==> src/rtl/core/hmmap_pkg.sv <==
// Shared types, constants and the I/O register lookup for the handheld memory map.
// Used by every module of the block except hmmap_ram; it depends on nothing else.
package hmmap_pkg;

    localparam int VRAM_BYTES        = 8192;
    localparam int WRAM_BYTES        = 8192;
    localparam int BANK_BYTES        = 8192;
    localparam int SPRITE_BYTES      = 160;
    localparam int HIGH_RAM_BYTES    = 128;
    localparam int EXT_RAM_BANKS_DEF = 4;
    localparam int IO_COUNT          = 14;
    localparam int IO_W              = $clog2(IO_COUNT);
    localparam int QUEUE_DEPTH       = 2;
    localparam int QPTR_W            = $clog2(QUEUE_DEPTH);
    localparam int QCNT_W            = $clog2(QUEUE_DEPTH + 1);
    localparam int IN_DATA_W         = 40;
    localparam int OUT_DATA_W        = 40;

    // Region boundaries of the bus map.
    localparam logic [15:0] VRAM_BASE     = 16'h8000;
    localparam logic [15:0] EXT_BASE      = 16'hA000;
    localparam logic [15:0] WRAM_BASE     = 16'hC000;
    localparam logic [15:0] OAM_BASE      = 16'hFE00;
    localparam logic [15:0] IO_BASE       = 16'hFF00;
    localparam logic [15:0] HRAM_BASE     = 16'hFF80;
    localparam logic [15:0] IE_ADDR       = 16'hFFFF;
    localparam logic [15:0] BOOT_END      = 16'h0100;
    localparam logic [15:0] BOOT_EXIT_END = 16'h1000;
    localparam logic [15:0] BOOT_EXIT_PC  = 16'h0100;
    localparam logic [7:0]  OAM_LAST      = 8'h9F;
    localparam logic [3:0]  RAM_EN_KEY    = 4'hA;

    localparam logic [1:0] ROM_NONE = 2'd0;
    localparam logic [1:0] ROM_CART = 2'd1;
    localparam logic [1:0] ROM_BOOT = 2'd2;

    // The divider register sits first in the I/O list; any write clears it.
    localparam logic [IO_W-1:0] IO_DIV_IDX = '0;

    localparam logic [15:0] IO_ADDR [IO_COUNT] = '{
        16'hFF04, 16'hFF05, 16'hFF06, 16'hFF07, 16'hFF0F, 16'hFF40, 16'hFF41,
        16'hFF42, 16'hFF43, 16'hFF44, 16'hFF45, 16'hFF47, 16'hFF4A, 16'hFF4B
    };

    typedef enum logic [3:0] {
        REG_LOW,
        REG_VRAM,
        REG_EXT,
        REG_WRAM,
        REG_OAM,
        REG_IE,
        REG_HRAM,
        REG_IO,
        REG_NONE
    } t_region;

    typedef enum logic [1:0] {
        MBC_RAM_EN,
        MBC_ROM_LO,
        MBC_BANK_HI,
        MBC_MODE
    } t_mbc_op;

    typedef enum logic [2:0] {
        SRC_DIRECT,
        SRC_VRAM,
        SRC_EXT,
        SRC_WRAM,
        SRC_OAM,
        SRC_HRAM
    } t_src;

    typedef struct packed {
        logic            kind;
        t_region         region;
        logic [15:0]     addr;
        logic [7:0]      data;
        logic [IO_W-1:0] io_idx;
        t_mbc_op         mbc_op;
        logic            boot_low;
        logic            boot_exit;
    } t_item;

    // Packed so that read_data lands in the lowest bits of the output stream.
    typedef struct packed {
        logic        ram_en;
        logic [6:0]  bank;
        logic [14:0] raddr;
        logic [1:0]  sel;
        logic [7:0]  rdata;
    } t_result;

    typedef struct packed {
        t_src    src;
        t_result res;
    } t_pend;

    typedef struct packed {
        logic            hit;
        logic [IO_W-1:0] idx;
    } t_io_hit;

    function automatic t_io_hit io_lookup(input logic [15:0] addr);
        t_io_hit r;
        r = '0;
        for (int i = 0; i < IO_COUNT; i++) begin
            if (IO_ADDR[i] == addr) begin
                r.hit = 1'b1;
                r.idx = IO_W'(i);
            end
        end
        return r;
    endfunction

endpackage

==> src/rtl/core/hmmap_queue.sv <==
// Short FIFO of classified transactions between the front and back sections.
// Depends on hmmap_pkg.
module hmmap_queue (
    input  logic             i_clk,
    input  logic             i_rst_n,
    input  logic             i_push,
    input  hmmap_pkg::t_item i_item,
    input  logic             i_pop,
    output logic             o_full,
    output logic             o_empty,
    output hmmap_pkg::t_item o_item
);

    localparam int PW = hmmap_pkg::QPTR_W;
    localparam int CW = hmmap_pkg::QCNT_W;

    hmmap_pkg::t_item r_mem [hmmap_pkg::QUEUE_DEPTH];
    logic [PW-1:0]    r_wptr, n_wptr;
    logic [PW-1:0]    r_rptr, n_rptr;
    logic [CW-1:0]    r_count, n_count;

    assign o_full  = (r_count == CW'(hmmap_pkg::QUEUE_DEPTH));
    assign o_empty = (r_count == '0);
    assign o_item  = r_mem[r_rptr];

    always_comb begin
        n_wptr  = r_wptr;
        n_rptr  = r_rptr;
        n_count = r_count;
        if (i_push) begin
            n_wptr = (r_wptr == PW'(hmmap_pkg::QUEUE_DEPTH - 1)) ? '0 : r_wptr + 1'b1;
        end
        if (i_pop) begin
            n_rptr = (r_rptr == PW'(hmmap_pkg::QUEUE_DEPTH - 1)) ? '0 : r_rptr + 1'b1;
        end
        if (i_push && !i_pop) begin
            n_count = r_count + 1'b1;
        end else if (!i_push && i_pop) begin
            n_count = r_count - 1'b1;
        end
    end

    always_ff @(posedge i_clk) begin
        if (!i_rst_n) begin
            r_wptr  <= '0;
            r_rptr  <= '0;
            r_count <= '0;
        end else begin
            r_wptr  <= n_wptr;
            r_rptr  <= n_rptr;
            r_count <= n_count;
        end
    end

    always_ff @(posedge i_clk) begin
        if (i_push) begin
            r_mem[r_wptr] <= i_item;
        end
    end

    a_no_overflow: assert property (@(posedge i_clk) disable iff (!i_rst_n)
        o_full |-> !(i_push && !i_pop))
        else $error("queue written while full");

    a_no_underflow: assert property (@(posedge i_clk) disable iff (!i_rst_n)
        o_empty |-> !i_pop)
        else $error("queue read while empty");

    a_count_bound: assert property (@(posedge i_clk) disable iff (!i_rst_n)
        r_count <= CW'(hmmap_pkg::QUEUE_DEPTH))
        else $error("queue count past its depth");

endmodule

==> config.mk <==
export PLATFORM = sky130hd
export DESIGN_NAME = hmmap_queue
export DESIGN_NICKNAME = d
export VERILOG_FILES = /design/src/rtl/core/hmmap_pkg.sv /design/src/rtl/core/hmmap_queue.sv
export SDC_FILE = /design/constraint.sdc
export NUM_CORES = 1
export LEC_CHECK = 0
export ABC_AREA = 0
export BUFFER_PORTS_ARGS = -buffer_cell sky130_fd_sc_hd__buf_4
export CORE_MARGIN = 3
export CORE_UTILIZATION = 51
export DETAILED_ROUTE_END_ITERATION = 10
export PLACE_DENSITY = 0.87
export SYNTH_ARGS = -nofsm -noshare
export SYNTH_HDL_FRONTEND = slang
export SYNTH_SLANG_ARGS = --single-unit
==> constraint.sdc <==
create_clock -name i_clk -period 3.98 [get_ports i_clk]
set_clock_uncertainty 0.15 [all_clocks]
set_input_delay 0.796 -clock i_clk [delete_from_list [all_inputs] [get_ports i_clk]]
set_output_delay 0.796 -clock i_clk [all_outputs]
set_load 0.05 [all_outputs]
After elaboration in Yosys (flattened, before gate mapping)
Memory sizes are Yosys's and may differ from the RTL's. A register that Yosys moved wholly into a read port is not among the register bits.
Index checks and enable logic that the tools add are counted.
{"block": "classes", "addsub": 4, "mul": 0, "n_div": 0, "order_cmp": 0, "eq_ne": 1, "n_shift": 0, "mux": 8, "n_bitwise": 0, "n_reduce_logical": 6}
{"cell": "$mux W1", "n": 6}
{"cell": "$mux W2", "n": 2}
{"cell": "$add A1 B1 Y1 const B", "n": 2}
{"cell": "$add A2 B1 Y2 const B", "n": 1}
{"cell": "$eq A2 B2 Y1 const B", "n": 1}
{"cell": "$logic_and A1 B1 Y1", "n": 2}
{"cell": "$logic_not A1 Y1", "n": 2}
{"cell": "$logic_not A2 Y1", "n": 1}
{"cell": "$reduce_bool A2 Y1", "n": 1}
{"cell": "$sub A2 B1 Y2 const B", "n": 1}
{"block": "totals", "register_bits": 4, "latch_bits": 0, "ram_bits": 74, "romBits": 0, "in_bits": 41, "out_inout_bits": 39, "word_cells": 23, "n_memories": 1}
{"memory": "r_mem", "words": 2, "width": 37, "rd": 1, "rd_clocked_by_memory_dff": 1, "wr": 1, "line_no": "hmmap_queue.sv:17", "source": "hmmap_pkg::t_item r_mem [hmmap_pkg::QUEUE_DEPTH];"}

Longest topological paths before layout
Gate-level depths: netlist of run 1.
{"block": "logic_depth", "word_depth": 4, "mapped_depth": 5, "ltp_nobuf": 5}

Worst setup path after synthesis of run 1
Ideal clock, no wire load.
{"block": "synth_path", "kind": "input-to-reg", "startpoint": "input port i_push", "endpoint": "memory r_mem[0][0] (netlist name), enable pin", "setup_ns": 0.437, "t_arrival_ns": 2.488, "t_required_ns": 3.393, "path_slack_ns": 0.905, "path_stages": 1, "path_buffers": 0, "path_cell_list": "nor2b_1"}
{"block": "synth_between", "elab_chain_cells": 2}
{"element": "start, declared", "line_no": "hmmap_queue.sv:6", "source": "input logic i_push,"}
{"element": "$mux W1", "line_no": "hmmap_queue.sv:56", "source": "if (i_push) begin"}
{"element": "$mux W1 (not written as such)", "line_no": "hmmap_queue.sv:57", "source": "r_mem[r_wptr] <= i_item;"}
{"element": "end, declared", "line_no": "hmmap_queue.sv:17"}
Every way passes these cells.

==> impl_metrics.ini, run 1 <==
[critical_path]
required_ps = 3030
crit_path_end_kind = output pin
path_cells = mux2_2, buf_4
cp_max_fo = 37
crit_slowest_cell = dfxtp_2
critPathLaunchType = flip-flop
rr_startpoint = r_wptr
path_class = flip-flop to output pin
crit_path_max_incr_delay_ps = 900
worstPathArrival_ps = 1850

[floorplan]
start_util = 0.546
fp.dieArea_um2 = 6620
core_um2 = 5300
top_level_ports = 80
die_w_um = 81.4
die_h_um = 81.4
rows = 26

[drt]
via_per_inst = 5.05
drtAntennaViolNets = 0
drt-pass1-iter-count = 4
num_vias = 1505
drc_errors = 0
routed_wl_um = 4890
drtIter0Drc = 55
wl_per_cell_um = 16.4

[synth]
syn_area_per_cell_um2 = 21.1
netlist_top_cells_area = edfxtp_1, mux2_2, dfxtp_1
synth.distinct_cells = 17
syn_inst = 137
syn-num-nets = 179
ys_ff_latch = 79
synth_top_area_share = 0.767
yosysSeqAreaShare = 0.802
synth_top_area_cell = edfxtp_1
ys_warn_count = 0
synth_area_um2 = 2900

[timing]
setup_viol = 0
finalHoldViolCount = 0
worst_pin_slew_ps = 1120
min_period_ps = 2790
max_freq_mhz = 358
relSlewSlack = 0.249
drv_slew = 0
fin_setup_tns_ps = 0
hold_ws_ps = 365
fin_crit_sh = 0.702
rsz0062_at_grt = no

[final_layout]
final_util = 0.698
regArea_um2 = 2320
nets = 265
drive_gt1_frac = 0.570
syn2layout_area_growth_pct = 27.7
diodes = 0
num-fill-cells = 362
multiInputGateArea_um2 = 541
final_common_cell = buf_4
final_cells = 298
final_cell_mix = buf_4, edfxtp_1, mux2_2

[power_and_ir_drop]
peakVddDrop_uv = 354
power_leakage_nw = 1.39
cellPowerDensity_nw_per_um2 = 485

[clock_tree]
ctsHoldBuffers = 0
cts_buffer_depth = 2
ctsHtreeMaxLevel = 3
clk_pin_slew_ps = 70
cts_sinks = 79
cts-root-buf = clkbuf_8
clk_latency_ps = 320
cts_tree = done
cts_resized = 0
cts_setup_buffers = 0
cts_buffers = 9

[min_path]
min_from = r_count[1]
min_path_type = flip-flop to flip-flop

[global_route]
grt_max_degree = 39
grt_use_total = 0.159
grt_pass1_vias = 1592
grt_pass1_wl_um = 7450
globalRouteOverflowTotal = 0
antenna_found_initial = 0

[run_status]
outcome = finished, final reports clean

[job]
drv_cap = 0

[placed_design]
place_congestion = 0.675
dpl.cell_count = 282
portBuffers = 79
hpwl_um = 3240
[stage by stage]
step | area [µm²] | setup slack, ps | power, mW
floorplan | 2900 | 905 | 1.23
global placement | 3550 | 1500 | 1.34
detailed placement | 3550 | 1490 | 1.35
CTS | 3700 | 1130 | 1.82
global route | 3700 | 1070 | 1.87
finish | 3700 | 1190 | 1.79
[cell type report]
type	instances	share of cell area
sequential	79	0.628
clock buffer	15	0.0396
timing repair buffer	79	0.160
inverter	1	0.00101
tap	70	0.0237
multi-input combinational	53	0.146
clock inverter	1	0.00135
[path summary, 6_finish.rpt]
kind	end	slack, ps	cells past startpoint
worst min register to register	r_count[1]	370	2
worst max register to register	r_mem[0][36]	2220	1
worst max-delay path	o_item[11]	1190	2
worst min-delay path	r_count[1]	370	2
[sequential cells by signal, summed over array words and instances, names as in the netlist, named ones only]
register and count:
r_count 2, r_rptr 1, r_wptr 1, r_mem 74
[logic make-up after synthesis]
group,after synthesis,share of synthesized area
flip-flops,79,0.802
multiplexers,37,0.144
AND/OR/NAND/NOR,9,0.0194
buffers and inverters,5,0.0147
AO/OA/AOI/OAI,3,0.00691
XOR/XNOR,3,0.00907
adder cells (fa/ha/maj),1,0.00432
[worst max-delay path: cells and delay by family (launching register included)]
family / cells / cell delay (ps)
flip-flops: 1 / 900
multiplexers: 1 / 420
buffers and inverters: 1 / 190
[synth_stat cells]
master    number
buf_2          1
a21boi_1       1
and2_1         4
dfxtp_1        5
or3_1          1
ha_1           1
and2b_2        1
nor2_1         1
xnor2_1        1
buf_6          3
edfxtp_1      74
o21a_1         1
inv_1          1
mux2_2        37
xor2_1         2
nor2b_1        2
o21ai_0        1
[where the power goes]
group	leakage [nW]	internal, mW	switching (mW)
Clock	0.0757	0.228	0.242
Combinational	0.581	0.127	0.213
Sequential	0.736	0.959	0.0266
[per-layer routing]
layer / global-route usage / wire, µm / vias up / part of all wire
li1: - / - / 701 / -
met1: 0.185 / 1990 / 742 / 0.41
met2: 0.265 / 2500 / 54 / 0.51
met3: 0.0344 / 293 / 8 / 0.060
met4: 0.103 / 106 / 0 / 0.022
met5: 0 / 0 / - / 0
(Power assumes the default switching activity.)
==> inputs of run 2 (changes only) <==
==> constraint.sdc (replaced) <==
create_clock -name i_clk -period 2.62 [get_ports i_clk]
set_clock_uncertainty 0.15 [all_clocks]
set_input_delay 0.524 -clock i_clk [delete_from_list [all_inputs] [get_ports i_clk]]
set_output_delay 0.524 -clock i_clk [all_outputs]
set_load 0.05 [all_outputs]
==> impl_metrics.ini, run 2 (synthesis results as in run 1) <==
[clock_tree]
cts_sinks = 79
clk_pin_slew_ps = 80
cts_resized = 0
cts_buffer_depth = 2
cts_setup_buffers = 0
cts-root-buf = clkbuf_8
ctsHoldBuffers = 0
ctsHtreeMaxLevel = 3
clk_latency_ps = 330
cts_tree = done
cts_buffers = 9

[drt]
drt-pass1-iter-count = 4
wl_per_cell_um = 16.3
top_layer = met4
wl_met2_um = 2550
drc_errors = 0
m1WireLength_um = 1990
routed_wl_um = 4930
drtIter0Drc = 90
num_vias = 1502
drtAntennaViolNets = 0
wl_met3_um = 348
via_per_inst = 4.97

[timing]
setup_viol = 0
drv_slew = 0
relSlewSlack = 0.602
finalHoldViolCount = 0
fin_setup_tns_ps = 0
worst_pin_slew_ps = 596
min_period_ps = 2370
rsz0062_at_grt = no
layout_setup_ws_ps = 247
max_freq_mhz = 421
fin_crit_sh = 0.906

[floorplan]
rows = 26
fp.dieArea_um2 = 6620
top_level_ports = 80
start_util = 0.546
die_w_um = 81.4
die_h_um = 81.4
core_um2 = 5300

[critical_path]
worst_path_most_repeated_cell = buf_4
cp_max_fo = 14
crit_path_max_incr_delay_ps = 560
crit_buf_inv = 2
path_class = flip-flop to output pin
worstPathArrival_ps = 1700
crit_path_end_kind = output pin
path_cells = buf_4, mux2_2, buf_4
cpLargestDelayFamily = flip-flops
required_ps = 1950
critPathLaunchType = flip-flop
rr_startpoint = r_wptr
crit_slowest_cell = dfxtp_2

[min_path]
min_path_type = primary input to flip-flop
min_from = i_item[33]

[power_and_ir_drop]
power_leakage_nw = 1.47
peakVddDrop_uv = 532
power_mw = 3.06
cellPowerDensity_nw_per_um2 = 794

[final_layout]
nets = 269
syn2layout_area_growth_pct = 33.0
regMostFlops = r_mem
final_common_cell = buf_4
largestRegisters = r_mem (74), r_count (2)
drive_gt1_frac = 0.599
final_cell_mix = buf_4, edfxtp_1, mux2_2
diodes = 0
largest_reg_flops = 74

[global_route]
antenna_found_initial = 0
grt_use_total = 0.160
grt_pass1_wl_um = 7650
grt_pass1_vias = 1552
globalRouteOverflowTotal = 0
grt_max_degree = 21

[placed_design]
dpl_worst_slack_ps = 598
place_congestion = 0.702
portBuffers = 79
hpwl_um = 3390

[job]
drv_cap = 0

[run_status]
outcome = finished, final reports clean
[run 2: path summary, 6_finish.rpt]
check / to / slack [ps] / cells past startpoint
worst min-delay path: r_mem[0][33] / 220 / 1
worst max-delay path: o_item[14] / 250 / 3
worst max register to register: r_mem[1][4] / 1080 / 2
worst min register to register: r_count[1] / 360 / 2
[run 2: routing by layer]
metal | vias to the layer above | global-route usage
li1 | 711 | -
met1 | 730 | 0.197
met2 | 55 | 0.260
met3 | 6 | 0.0443
met4 | 0 | 0.0811
met5 | - | 0
[run 2: cell type report]
cell class / count / area, µm²
Clock buffer: 9 / 124
Fill cell: 350 / 1450
Multi-Input combinational cell: 53 / 541
Timing Repair Buffer: 83 / 661
Tap cell: 70 / 87.6
Sequential cell: 79 / 2320
Clock inverter: 7 / 111
Inverter: 1 / 3.75
[run 2: worst register-to-register path, delay by kind of cell (launching register included)]
kind	cells	cell delay [ps]
and+or+nand+nor	1	490
buffers and inverters	1	240
DFF	1	370
[run 2: through the flow]
step | instance area (µm²) | std cells | utilization | hold WS (ps)
after floorplan | 2900 | 137 | - | 316
after global placement | 3620 | 286 | 0.682 | 332
after detailed placement | 3620 | 286 | 0.682 | 359
after CTS | 3850 | 302 | 0.726 | 202
after global routing | 3850 | 302 | 0.726 | 197
final | 3850 | 302 | 0.726 | 223
[run 2: power by group]
group          leakage [nW]  total [mW]  internal, mW  switching [mW]
Combinational         0.613       0.546         0.207           0.339
Clock                 0.117        1.03         0.626           0.405
Sequential            0.736        1.48          1.45          0.0277
Total                  1.47        3.06          2.29           0.772
