`src/rtl/core/hmmap_pkg.sv`:
```
// Shared types, constants and the I/O register lookup for the handheld memory map.
// Used by every module of the block except hmmap_ram; it depends on nothing else.
package hmmap_pkg;

    localparam int VRAM_BYTES        = 8192;
    localparam int WRAM_BYTES        = 8192;
    localparam int BANK_BYTES        = 8192;
    localparam int SPRITE_BYTES      = 160;
    localparam int HIGH_RAM_BYTES    = 128;
    localparam int EXT_RAM_BANKS_DEF = 4;
    localparam int IO_COUNT          = 14;
    localparam int IO_W              = $clog2(IO_COUNT);
    localparam int QUEUE_DEPTH       = 2;
    localparam int QPTR_W            = $clog2(QUEUE_DEPTH);
    localparam int QCNT_W            = $clog2(QUEUE_DEPTH + 1);
    localparam int IN_DATA_W         = 40;
    localparam int OUT_DATA_W        = 40;

    // Region boundaries of the bus map.
    localparam logic [15:0] VRAM_BASE     = 16'h8000;
    localparam logic [15:0] EXT_BASE      = 16'hA000;
    localparam logic [15:0] WRAM_BASE     = 16'hC000;
    localparam logic [15:0] OAM_BASE      = 16'hFE00;
    localparam logic [15:0] IO_BASE       = 16'hFF00;
    localparam logic [15:0] HRAM_BASE     = 16'hFF80;
    localparam logic [15:0] IE_ADDR       = 16'hFFFF;
    localparam logic [15:0] BOOT_END      = 16'h0100;
    localparam logic [15:0] BOOT_EXIT_END = 16'h1000;
    localparam logic [15:0] BOOT_EXIT_PC  = 16'h0100;
    localparam logic [7:0]  OAM_LAST      = 8'h9F;
    localparam logic [3:0]  RAM_EN_KEY    = 4'hA;

    localparam logic [1:0] ROM_NONE = 2'd0;
    localparam logic [1:0] ROM_CART = 2'd1;
    localparam logic [1:0] ROM_BOOT = 2'd2;

    // The divider register sits first in the I/O list; any write clears it.
    localparam logic [IO_W-1:0] IO_DIV_IDX = '0;

    localparam logic [15:0] IO_ADDR [IO_COUNT] = '{
        16'hFF04, 16'hFF05, 16'hFF06, 16'hFF07, 16'hFF0F, 16'hFF40, 16'hFF41,
        16'hFF42, 16'hFF43, 16'hFF44, 16'hFF45, 16'hFF47, 16'hFF4A, 16'hFF4B
    };

    typedef enum logic [3:0] {
        REG_LOW,
        REG_VRAM,
        REG_EXT,
        REG_WRAM,
        REG_OAM,
        REG_IE,
        REG_HRAM,
        REG_IO,
        REG_NONE
    } t_region;

    typedef enum logic [1:0] {
        MBC_RAM_EN,
        MBC_ROM_LO,
        MBC_BANK_HI,
        MBC_MODE
    } t_mbc_op;

    typedef enum logic [2:0] {
        SRC_DIRECT,
        SRC_VRAM,
        SRC_EXT,
        SRC_WRAM,
        SRC_OAM,
        SRC_HRAM
    } t_src;

    typedef struct packed {
        logic            kind;
        t_region         region;
        logic [15:0]     addr;
        logic [7:0]      data;
        logic [IO_W-1:0] io_idx;
        t_mbc_op         mbc_op;
        logic            boot_low;
        logic            boot_exit;
    } t_item;

    // Packed so that read_data lands in the lowest bits of the output stream.
    typedef struct packed {
        logic        ram_en;
        logic [6:0]  bank;
        logic [14:0] raddr;
        logic [1:0]  sel;
        logic [7:0]  rdata;
    } t_result;

    typedef struct packed {
        t_src    src;
        t_result res;
    } t_pend;

    typedef struct packed {
        logic            hit;
        logic [IO_W-1:0] idx;
    } t_io_hit;

    function automatic t_io_hit io_lookup(input logic [15:0] addr);
        t_io_hit r;
        r = '0;
        for (int i = 0; i < IO_COUNT; i++) begin
            if (IO_ADDR[i] == addr) begin
                r.hit = 1'b1;
                r.idx = IO_W'(i);
            end
        end
        return r;
    endfunction

endpackage

```
`src/rtl/core/hmmap_front.sv`:
```
// Input side: takes bus transactions and classifies them by region and register.
// Depends on hmmap_pkg.
module hmmap_front (
    input  logic                                i_tvalid,
    output logic                                o_tready,
    input  logic [hmmap_pkg::IN_DATA_W-1:0]     i_tdata,
    input  logic                                i_tuser,
    input  logic                                i_full,
    input  logic                                i_busy,
    output logic                                o_push,
    output hmmap_pkg::t_item                    o_item
);

    logic [15:0]         addr;
    logic [7:0]          data;
    logic [15:0]         pc;
    hmmap_pkg::t_io_hit  io_hit;
    hmmap_pkg::t_region  region;
    hmmap_pkg::t_mbc_op  mbc_op;

    assign addr   = i_tdata[15:0];
    assign data   = i_tdata[23:16];
    assign pc     = i_tdata[39:24];
    assign io_hit = hmmap_pkg::io_lookup(addr);

    always_comb begin
        if (addr < hmmap_pkg::VRAM_BASE) begin
            region = hmmap_pkg::REG_LOW;
        end else if (addr < hmmap_pkg::EXT_BASE) begin
            region = hmmap_pkg::REG_VRAM;
        end else if (addr < hmmap_pkg::WRAM_BASE) begin
            region = hmmap_pkg::REG_EXT;
        end else if (addr < hmmap_pkg::OAM_BASE) begin
            region = hmmap_pkg::REG_WRAM;
        end else if (addr < hmmap_pkg::IO_BASE) begin
            // Bytes past the sprite table neither read nor write.
            region = (addr[7:0] <= hmmap_pkg::OAM_LAST) ? hmmap_pkg::REG_OAM
                                                        : hmmap_pkg::REG_NONE;
        end else if (addr == hmmap_pkg::IE_ADDR) begin
            region = hmmap_pkg::REG_IE;
        end else if (addr >= hmmap_pkg::HRAM_BASE) begin
            region = hmmap_pkg::REG_HRAM;
        end else if (io_hit.hit) begin
            region = hmmap_pkg::REG_IO;
        end else begin
            region = hmmap_pkg::REG_NONE;
        end
    end

    always_comb begin
        unique case (addr[14:13])
            2'b00:   mbc_op = hmmap_pkg::MBC_RAM_EN;
            2'b01:   mbc_op = hmmap_pkg::MBC_ROM_LO;
            2'b10:   mbc_op = hmmap_pkg::MBC_BANK_HI;
            default: mbc_op = hmmap_pkg::MBC_MODE;
        endcase
    end

    assign o_tready = !i_full && !i_busy;
    assign o_push   = i_tvalid && o_tready;

    always_comb begin
        o_item           = '0;
        o_item.kind      = i_tuser;
        o_item.region    = region;
        o_item.addr      = addr;
        o_item.data      = data;
        o_item.io_idx    = io_hit.idx;
        o_item.mbc_op    = mbc_op;
        o_item.boot_low  = (addr < hmmap_pkg::BOOT_END);
        o_item.boot_exit = (addr < hmmap_pkg::BOOT_EXIT_END) &&
                           (pc == hmmap_pkg::BOOT_EXIT_PC);
    end

endmodule

```
`config.mk`:
```
export PLATFORM = sky130hd
export DESIGN_NAME = hmmap_front
export DESIGN_NICKNAME = d
export VERILOG_FILES = /design/src/rtl/core/hmmap_pkg.sv /design/src/rtl/core/hmmap_front.sv
export SDC_FILE = /design/constraint.sdc
export NUM_CORES = 1
export LEC_CHECK = 0
export BUFFER_PORTS_ARGS = -buffer_cell sky130_fd_sc_hd__buf_2
export CORE_MARGIN = 5
export CORE_UTILIZATION = 35
export DETAILED_ROUTE_END_ITERATION = 7
export PLACE_DENSITY = 0.85
export SETUP_SLACK_MARGIN = 0.05
export SLEW_MARGIN = 20
export SYNTH_ARGS = -nofsm -noshare
export SYNTH_HDL_FRONTEND = slang
export SYNTH_SLANG_ARGS = --single-unit
```
`constraint.sdc`:
```
create_clock -name vclk -period 2.4
set_input_delay 0.48 -clock vclk [all_inputs]
set_output_delay 0.48 -clock vclk [all_outputs]
set_load 0.03 [all_outputs]
```
# Word level (Yosys, flattened, before mapping)
# Index checks and enable logic that the tools add are counted.
[op_classes] n_bitwise=0 eq_ne=18 magnitude_cmp=9 addsub=0 mul=0 mux=24 reduce_logical=6 shifts=0 n_div=0
[op_table] op="16-bit equality test, first input constant" n=14
[op_table] op="16-bit less-than comparator, second input constant" n=5
[op_table] op="5-bit 2-to-1 mux" n=14
[op_table] op="4-bit 2-to-1 mux" n=9
[op_table] op="16-bit equality test, second input constant" n=1
[op_table] op="16-bit by 9-bit equality test with 1-bit output, second input constant" n=1
[op_table] op="16-bit >= comparator, second input constant" n=1
[op_table] op="16-bit by 13-bit less-than comparator with 1-bit output, second input constant" n=1
[op_table] op="16-bit by 9-bit less-than comparator with 1-bit output, second input constant" n=1
[op_table] op="8-bit less-or-equal comparator, second input constant" n=1
[op_table] op="2-bit one-hot mux with 3 select lines" n=1
[op_table] op="1-bit logical AND" n=3
[op_table] op="2-bit by 1-bit equality test with 1-bit output, second input constant" n=1
[op_table] op="2-bit equality test, second input constant" n=1
[op_table] op="1-bit logical NOT" n=2
[op_table] op="2-bit logical NOT" n=1
[totals] ff_bits=0 rom_bits=0 ramBits=0 inputBits=44 wordCells=57 mem_count=0 latch_bits=0 out_inout_bits=39

# Logic depth before layout (Yosys ltp)
# Gate-level depths: netlist of the first run.
[logic_depth] word_depth=23 depth_mapped=5 mapped_depth_nobuf=4

# Worst setup path after synthesis of the first run
# OpenSTA, ideal clock, no wires.
[synth_path] kind="input to output" startpoint="in i_tdata[2] (netlist bit)" endpoint="out o_item[34] (netlist bit)" n_path_buf=1 t_required_ns=1.920 slack_ns=-0.290 cell_stages=5 t_arrival_ns=2.210 cell_sequence="clkbuf_1 nand2b_1 or3_1 a31o_2 a211oi_1"
[synth_lines] element="start: declaration" line="hmmap_front.sv:6" rtl="input logic [hmmap_pkg::IN_DATA_W-1:0] i_tdata,"
[synth_lines] element="end: declaration" line="hmmap_front.sv:11" rtl="output hmmap_pkg::t_item o_item"

==> results of run 1 <==
kinds of logic after synthesis:
kind of cell           Yosys count  synth area share
AND/OR/NAND/NOR                 52             0.470
AO/OA/AOI/OAI                   19             0.206
buffers and inverters           34             0.324
critical path, stage by stage:
cell and delay (ns):
sky130_fd_sc_hd__buf_6 0.10, sky130_fd_sc_hd__and4bb_1 0.31, sky130_fd_sc_hd__nand4_4 0.11, sky130_fd_sc_hd__or4_4 0.42, sky130_fd_sc_hd__a221oi_2 0.25, sky130_fd_sc_hd__buf_4 0.20
through the flow:
step | hold slack [ns] | setup TNS [ns] | cells
2_1_floorplan | 1.07 | -0.112 | 105
6_report | 0.960 | 0 | 185
5_1_grt | 0.960 | 0 | 185
4_1_cts | 0.960 | 0 | 185
3_3_place_gp | 0.960 | -0.0948 | 185
3_5_place_dp | 0.960 | -0.119 | 185
cells in the final DEF, fill, tap and decap left out, types with 2 or more instances in the layout:
cell type,n
sky130_fd_sc_hd__a31oi_2,2
sky130_fd_sc_hd__buf_6,2
sky130_fd_sc_hd__inv_1,4
sky130_fd_sc_hd__and3_1,2
sky130_fd_sc_hd__buf_4,21
sky130_fd_sc_hd__a21oi_1,2
sky130_fd_sc_hd__buf_2,60
sky130_fd_sc_hd__nor3_1,3
sky130_fd_sc_hd__nor4_1,5
sky130_fd_sc_hd__nand2b_1,2
sky130_fd_sc_hd__o21ai_0,4
sky130_fd_sc_hd__nand4_1,3
sky130_fd_sc_hd__and2_1,4
sky130_fd_sc_hd__nand2_1,10
sky130_fd_sc_hd__nor2_1,6
sky130_fd_sc_hd__nand3_1,2
sky130_fd_sc_hd__nor2b_1,2
layer usage:
| layer | vias to the layer above | share of wire |
|---|---|---|
| met3 | 4 | 0.11 |
| met4 | 0 | 0.016 |
| li1 | 469 | - |
| met5 | - | 0 |
| met2 | 53 | 0.51 |
| met1 | 430 | 0.36 |
layout make-up:
type | instances | area, um2
Fill cell | 197 | 881
Inverter | 4 | 15.0
Multi-Input combinational cell | 71 | 512
Tap cell | 27 | 33.8
Timing Repair Buffer | 83 | 480
power by group through the flow:
stage | Combinational, mW | Clock [mW] | Sequential [mW]
final | 0.173 | 0 | 0
after detailed placement | 0.169 | 0 | 0
after CTS | 0.170 | 0 | 0
after global placement | 0.164 | 0 | 0
after global routing | 0.186 | 0 | 0
after floorplan | 0.130 | 0 | 0
worst max path at each step:
stage                           end  slack (ns)  cells after the start
after CTS                 o_item[6]        0.03                      6
after global routing      o_item[6]       0.005                      6
after detailed placement  o_item[6]       -0.11                      6
after global placement    o_item[6]       -0.09                      6
after floorplan           o_item[6]       -0.08                      4
final                     o_item[6]        0.06                      6
repair_timing:
| item | in CTS | in global routing |
|---|---|---|
| resized for setup | 4 | 8 |
| hold buffers | 0 | 0 |
| pin swaps | 3 | 1 |
| endpoints found under the setup margin | 3 | 5 |
| gates cloned | 0 | 0 |
| hold endpoints to repair | 0 | 0 |
==> results.cfg, run 1 <==
[run_status]
status = complete, no violations

[hold_path]
hold_path_origin = i_tdata[21]
worstHoldPathType = in -> out
hold_depth = 0
holdPathEnd = o_item[13]

[floorplan]
die_area_um2 = 2990
die_height_um = 54.7
initial_utilization = 0.363
placement_rows = 16
dieWidth_um = 54.7
core_area_um2 = 1920
ios = 83

[global_routing]
grt.met2_usage = 0.350
globalRouteTotalUtil = 0.169
antenna_found_initial = 0
globalRoute.busiestLayer = met2
met3_usage = 0.0381
first_pass_grt_wire_length_um = 3820
grt_start_max_net_pins = 12
first_global_vias = 924
grt_overflow = 0
gr-usage-met1 = 0.162

[timing]
final_period_utilization = 0.975
slew_of_the_pin_with_the_lowest_slew_margin_ns = 0.410
final_max_slew_viol_count = 0
timing_hold_violations_final = 0
setup_viol = 0
rsz0062_at_grt = true
period_minus_slack_ns = 2.34
relative_max_transition_margin = 0.726
setup_ws_ns = 0.0595
max_clock_freq_mhz = 427

[layout]
finalCoreUtilization = 0.542
area_overhead_vs_synth_pct = 49.1
layout.nets = 204
fin_area_um2 = 1040
seq_area_um2 = 0
clock_buffers = 0
antennaDiodeCount = 0
layout.sequential_cells = 0
final_layout_size_suffix_gt1_frac = 0.608

[drt]
routed_wl_um = 2630
detail_route.iter0.violations = 14
remaining_drc_errors = 0
vias_per_cell = 5.17
routed-via-count = 956
antenna_violating_nets_post_route = 0
drt-pass1-iter-count = 4
routedWlPerCell_um = 14.2

[power_and_ir_drop]
total_power_mw = 0.173
vdd_drop_max_uv = 99.9
intPower_mw = 0.0706
power.share.switching = 0.593
seqPwrFrac = 0
share_of_total_power_in_the_clock_network = 0
p_leak_nw = 0.516
power.density_cell_area_nw_per_um2 = 167
net-switching-power_mw = 0.103
combPwrFrac = 1.000

[flow_run]
timing.max_cap.violations = 0

[worst_setup_path]
critical_path_fanout_max = 4
cp.required_ns = 1.92
critical_path_start_end_classification = in -> out
timing.critical_path.arrival_ns = 1.86
crit_path_end_kind = primary output
worst_setup_path_start_kind = input port
worst_setup_path_startpoint = i_tdata[4]

[synthesis]
syn_avg_cell_area_um2 = 6.65
yosysWarningCount = 0
synth_most_common_cell = sky130_fd_sc_hd__buf_4
cell_type_contributing_the_most_total_cell_area_after_synthesis = sky130_fd_sc_hd__buf_4
mappedNetlistNets = 149
mappedNetlistArea_um2 = 698
synth.area.top_cells = sky130_fd_sc_hd__buf_4 (28%), sky130_fd_sc_hd__nand2_1 (5.4%), sky130_fd_sc_hd__nor4_1 (4.5%)
synth_commonest_cells = sky130_fd_sc_hd__buf_4 (26), sky130_fd_sc_hd__nand2_1 (10), sky130_fd_sc_hd__nor2_1 (6), sky130_fd_sc_hd__nor4_1 (5)
sequential_share_of_the_synthesized_area = 0
yosysUniqueCellTypes = 38
postSynthCellCount = 105
yosys.area.top_type_share = 0.280

[place]
place_ws_ns = -0.114
port_buffers = 65
place_congestion = 0.793
place.detailed.hpwl_um = 2310
detailed_place.area_um2 = 1000

[clock_network]
post-cts-setup-buffers = 0
No activity file was read; power rests on OpenSTA's default activity.
==> run 2: changes to the inputs <==
--- a/config.mk
+++ b/config.mk
@@ -5,11 +5,13 @@
 export SDC_FILE = /design/constraint.sdc
 export NUM_CORES = 1
 export LEC_CHECK = 0
+export ABC_AREA = 1
 export BUFFER_PORTS_ARGS = -buffer_cell sky130_fd_sc_hd__buf_2
 export CORE_MARGIN = 5
-export CORE_UTILIZATION = 35
+export CORE_UTILIZATION = 34
 export DETAILED_ROUTE_END_ITERATION = 7
-export PLACE_DENSITY = 0.85
+export PLACE_DENSITY = 0.84
+export RECOVER_POWER = 25
 export SETUP_SLACK_MARGIN = 0.05
 export SLEW_MARGIN = 20
 export SYNTH_ARGS = -nofsm -noshare
==> run 2 against run 1 <==
Die area down 1.1%. Utilization shrank 9.4 points. Sequential share of layout area is the same. Fmax increased by 5.6%. Non-clock buffer count is 18 lower. Critical path type unchanged. Largest cell class unchanged. Highest routed layer unchanged.
==> results.cfg, run 2 <==
[run_status]
status = complete, no violations

[timing]
rsz0062_at_grt = false
relative_max_transition_margin = 0.752
final_max_slew_viol_count = 0
final_period_utilization = 0.923
slew_of_the_pin_with_the_lowest_slew_margin_ns = 0.369
max_clock_freq_mhz = 451
period_minus_slack_ns = 2.22
final.hold.worst_slack_ns = 0.960
setup_total_negative_slack_ns = 0
setup_viol = 0
timing_hold_violations_final = 0

[synthesis]
synth_most_common_cell = sky130_fd_sc_hd__buf_4
mappedNetlistArea_um2 = 669
yosys.area.top_type_share = 0.280
synth.area.top_cells = sky130_fd_sc_hd__buf_4 (28%), sky130_fd_sc_hd__nand2_1 (11%), sky130_fd_sc_hd__nor2_1 (10%)
cell_type_contributing_the_most_total_cell_area_after_synthesis = sky130_fd_sc_hd__buf_4
yosysWarningCount = 0
syn_avg_cell_area_um2 = 5.53
mappedNetlistNets = 165
yosysUniqueCellTypes = 24
sequential_share_of_the_synthesized_area = 0
synth_commonest_cells = sky130_fd_sc_hd__buf_4 (25), sky130_fd_sc_hd__nand2_1 (19), sky130_fd_sc_hd__nor2_1 (18), sky130_fd_sc_hd__inv_1 (14), sky130_fd_sc_hd__nand3_1 (10)
postSynthCellCount = 121

[worst_setup_path]
worst_setup_path_start_kind = input port
crit_path_end_kind = primary output
path_common_cell = sky130_fd_sc_hd__nor2_4
critical_path_start_end_classification = in -> out
worst_setup_path_endpoint = o_item[34]
critical_path.max_stage_delay_ns = 0.20
slowest_stage = sky130_fd_sc_hd__buf_2
cp.required_ns = 1.92
critical_path_fanout_max = 7
timing.critical_path.cells = buf_2, nand2_2, nor2_4, nand2_4, nor2_4, nand2_1, nand3_2, nor2_4, nand4_1, nand2_1, nor2_1, buf_2
timing.critical_path.arrival_ns = 1.74
worst_setup_path_startpoint = i_tdata[14]

[global_routing]
grt.met2_usage = 0.231
globalRouteTotalUtil = 0.109
antenna_found_initial = 0
met3_usage = 0.0109
gr-usage-met1 = 0.117
globalRoute.busiestLayer = met2
first_global_vias = 620
grt_start_max_net_pins = 9
first_pass_grt_wire_length_um = 2550
grt_overflow = 0

[layout]
area_overhead_vs_synth_pct = 28.6
finalCoreUtilization = 0.448
fin_cells = 186
most_used_cells_in_the_layout_excluding_fill_and_tap_cells = sky130_fd_sc_hd__buf_2 (63), sky130_fd_sc_hd__nand2_1 (18), sky130_fd_sc_hd__nor2_1 (15), sky130_fd_sc_hd__inv_1 (14), sky130_fd_sc_hd__nand3_1 (9)
final_layout_size_suffix_gt1_frac = 0.535
antennaDiodeCount = 0
clock_buffers = 0
seq_area_um2 = 0
layout.sequential_cells = 0
layout.nets = 205
mostFrequentLayoutCell = sky130_fd_sc_hd__buf_2

[hold_path]
worstHoldPathType = in -> out
hold_depth = 0

[drt]
vias_per_cell = 4.53
routed_wl_um = 1980
remaining_drc_errors = 0
detail_route.iter0.violations = 5
routedWlPerCell_um = 10.6
drt-pass1-iter-count = 4
antenna_violating_nets_post_route = 0
routed-via-count = 843

[power_and_ir_drop]
power.density_cell_area_nw_per_um2 = 150
vdd_drop_max_uv = 98.7
total_power_mw = 0.129
p_leak_nw = 0.515

[place]
place.detailed.hpwl_um = 1730
port_buffers = 65
placed_cells = 186
place_congestion = 0.760

[floorplan]
die_height_um = 54.4
ios = 83
initial_utilization = 0.348
dieWidth_um = 54.4
die_area_um2 = 2960
placement_rows = 16
core_area_um2 = 1920

[clock_network]
cts-resized-gates = 0
post-cts-setup-buffers = 0
post_cts_hold_buffer_count = 0

[flow_run]
timing.max_cap.violations = 0
-- run 2: worst min-delay path by stage --
| stage | slack, ns | from | end |
|---|---|---|---|
| floorplan | 1.07 | i_full | o_tready |
| global placement | 0.96 | i_tdata[19] | o_item[11] |
| detailed placement | 0.96 | i_tdata[19] | o_item[11] |
| CTS | 0.96 | i_tdata[19] | o_item[11] |
| global route | 0.96 | i_tdata[21] | o_item[13] |
| finish | 0.96 | i_tdata[20] | o_item[12] |
-- run 2: metrics by stage --
step | setup slack, ns | instance area, um2
5_1_grt | 0.0651 | 861
3_3_place_gp | 0.166 | 832
4_1_cts | 0.153 | 832
2_1_floorplan | 0.228 | 669
6_report | 0.184 | 861
3_5_place_dp | 0.155 | 832
-- run 2: cells by family after synthesis --
kind of cell,count (synthesis),share of synthesized area
buffers and inverters,43,0.383
AND/OR/NAND/NOR,69,0.529
AO/OA/AOI/OAI,9,0.0879
-- run 2: per-layer routing --
metal	wire, um	vias to the layer above
met5	0	-
met4	6	0
met3	358	2
met2	961	52
met1	649	344
li1	-	445
-- run 2: area by class of cell --
cell class | count | area [um2]
multi-input combinational | 78 | 433
timing repair buffer | 65 | 334
tap | 27 | 33.8
fill | 221 | 1060
inverter | 16 | 60.1
-- run 2: critical path: cells and delay by family --
| kind | cells | cell delay, ns |
|---|---|---|
| buffers and inverters | 2 | 0.33 |
| AND/OR/NAND/NOR | 10 | 0.92 |
-- run 2: where the power goes --
part           switching [mW]  internal (mW)  total (mW)
clock network               0              0           0
registers                   0              0           0
logic                  0.0844         0.0451       0.129
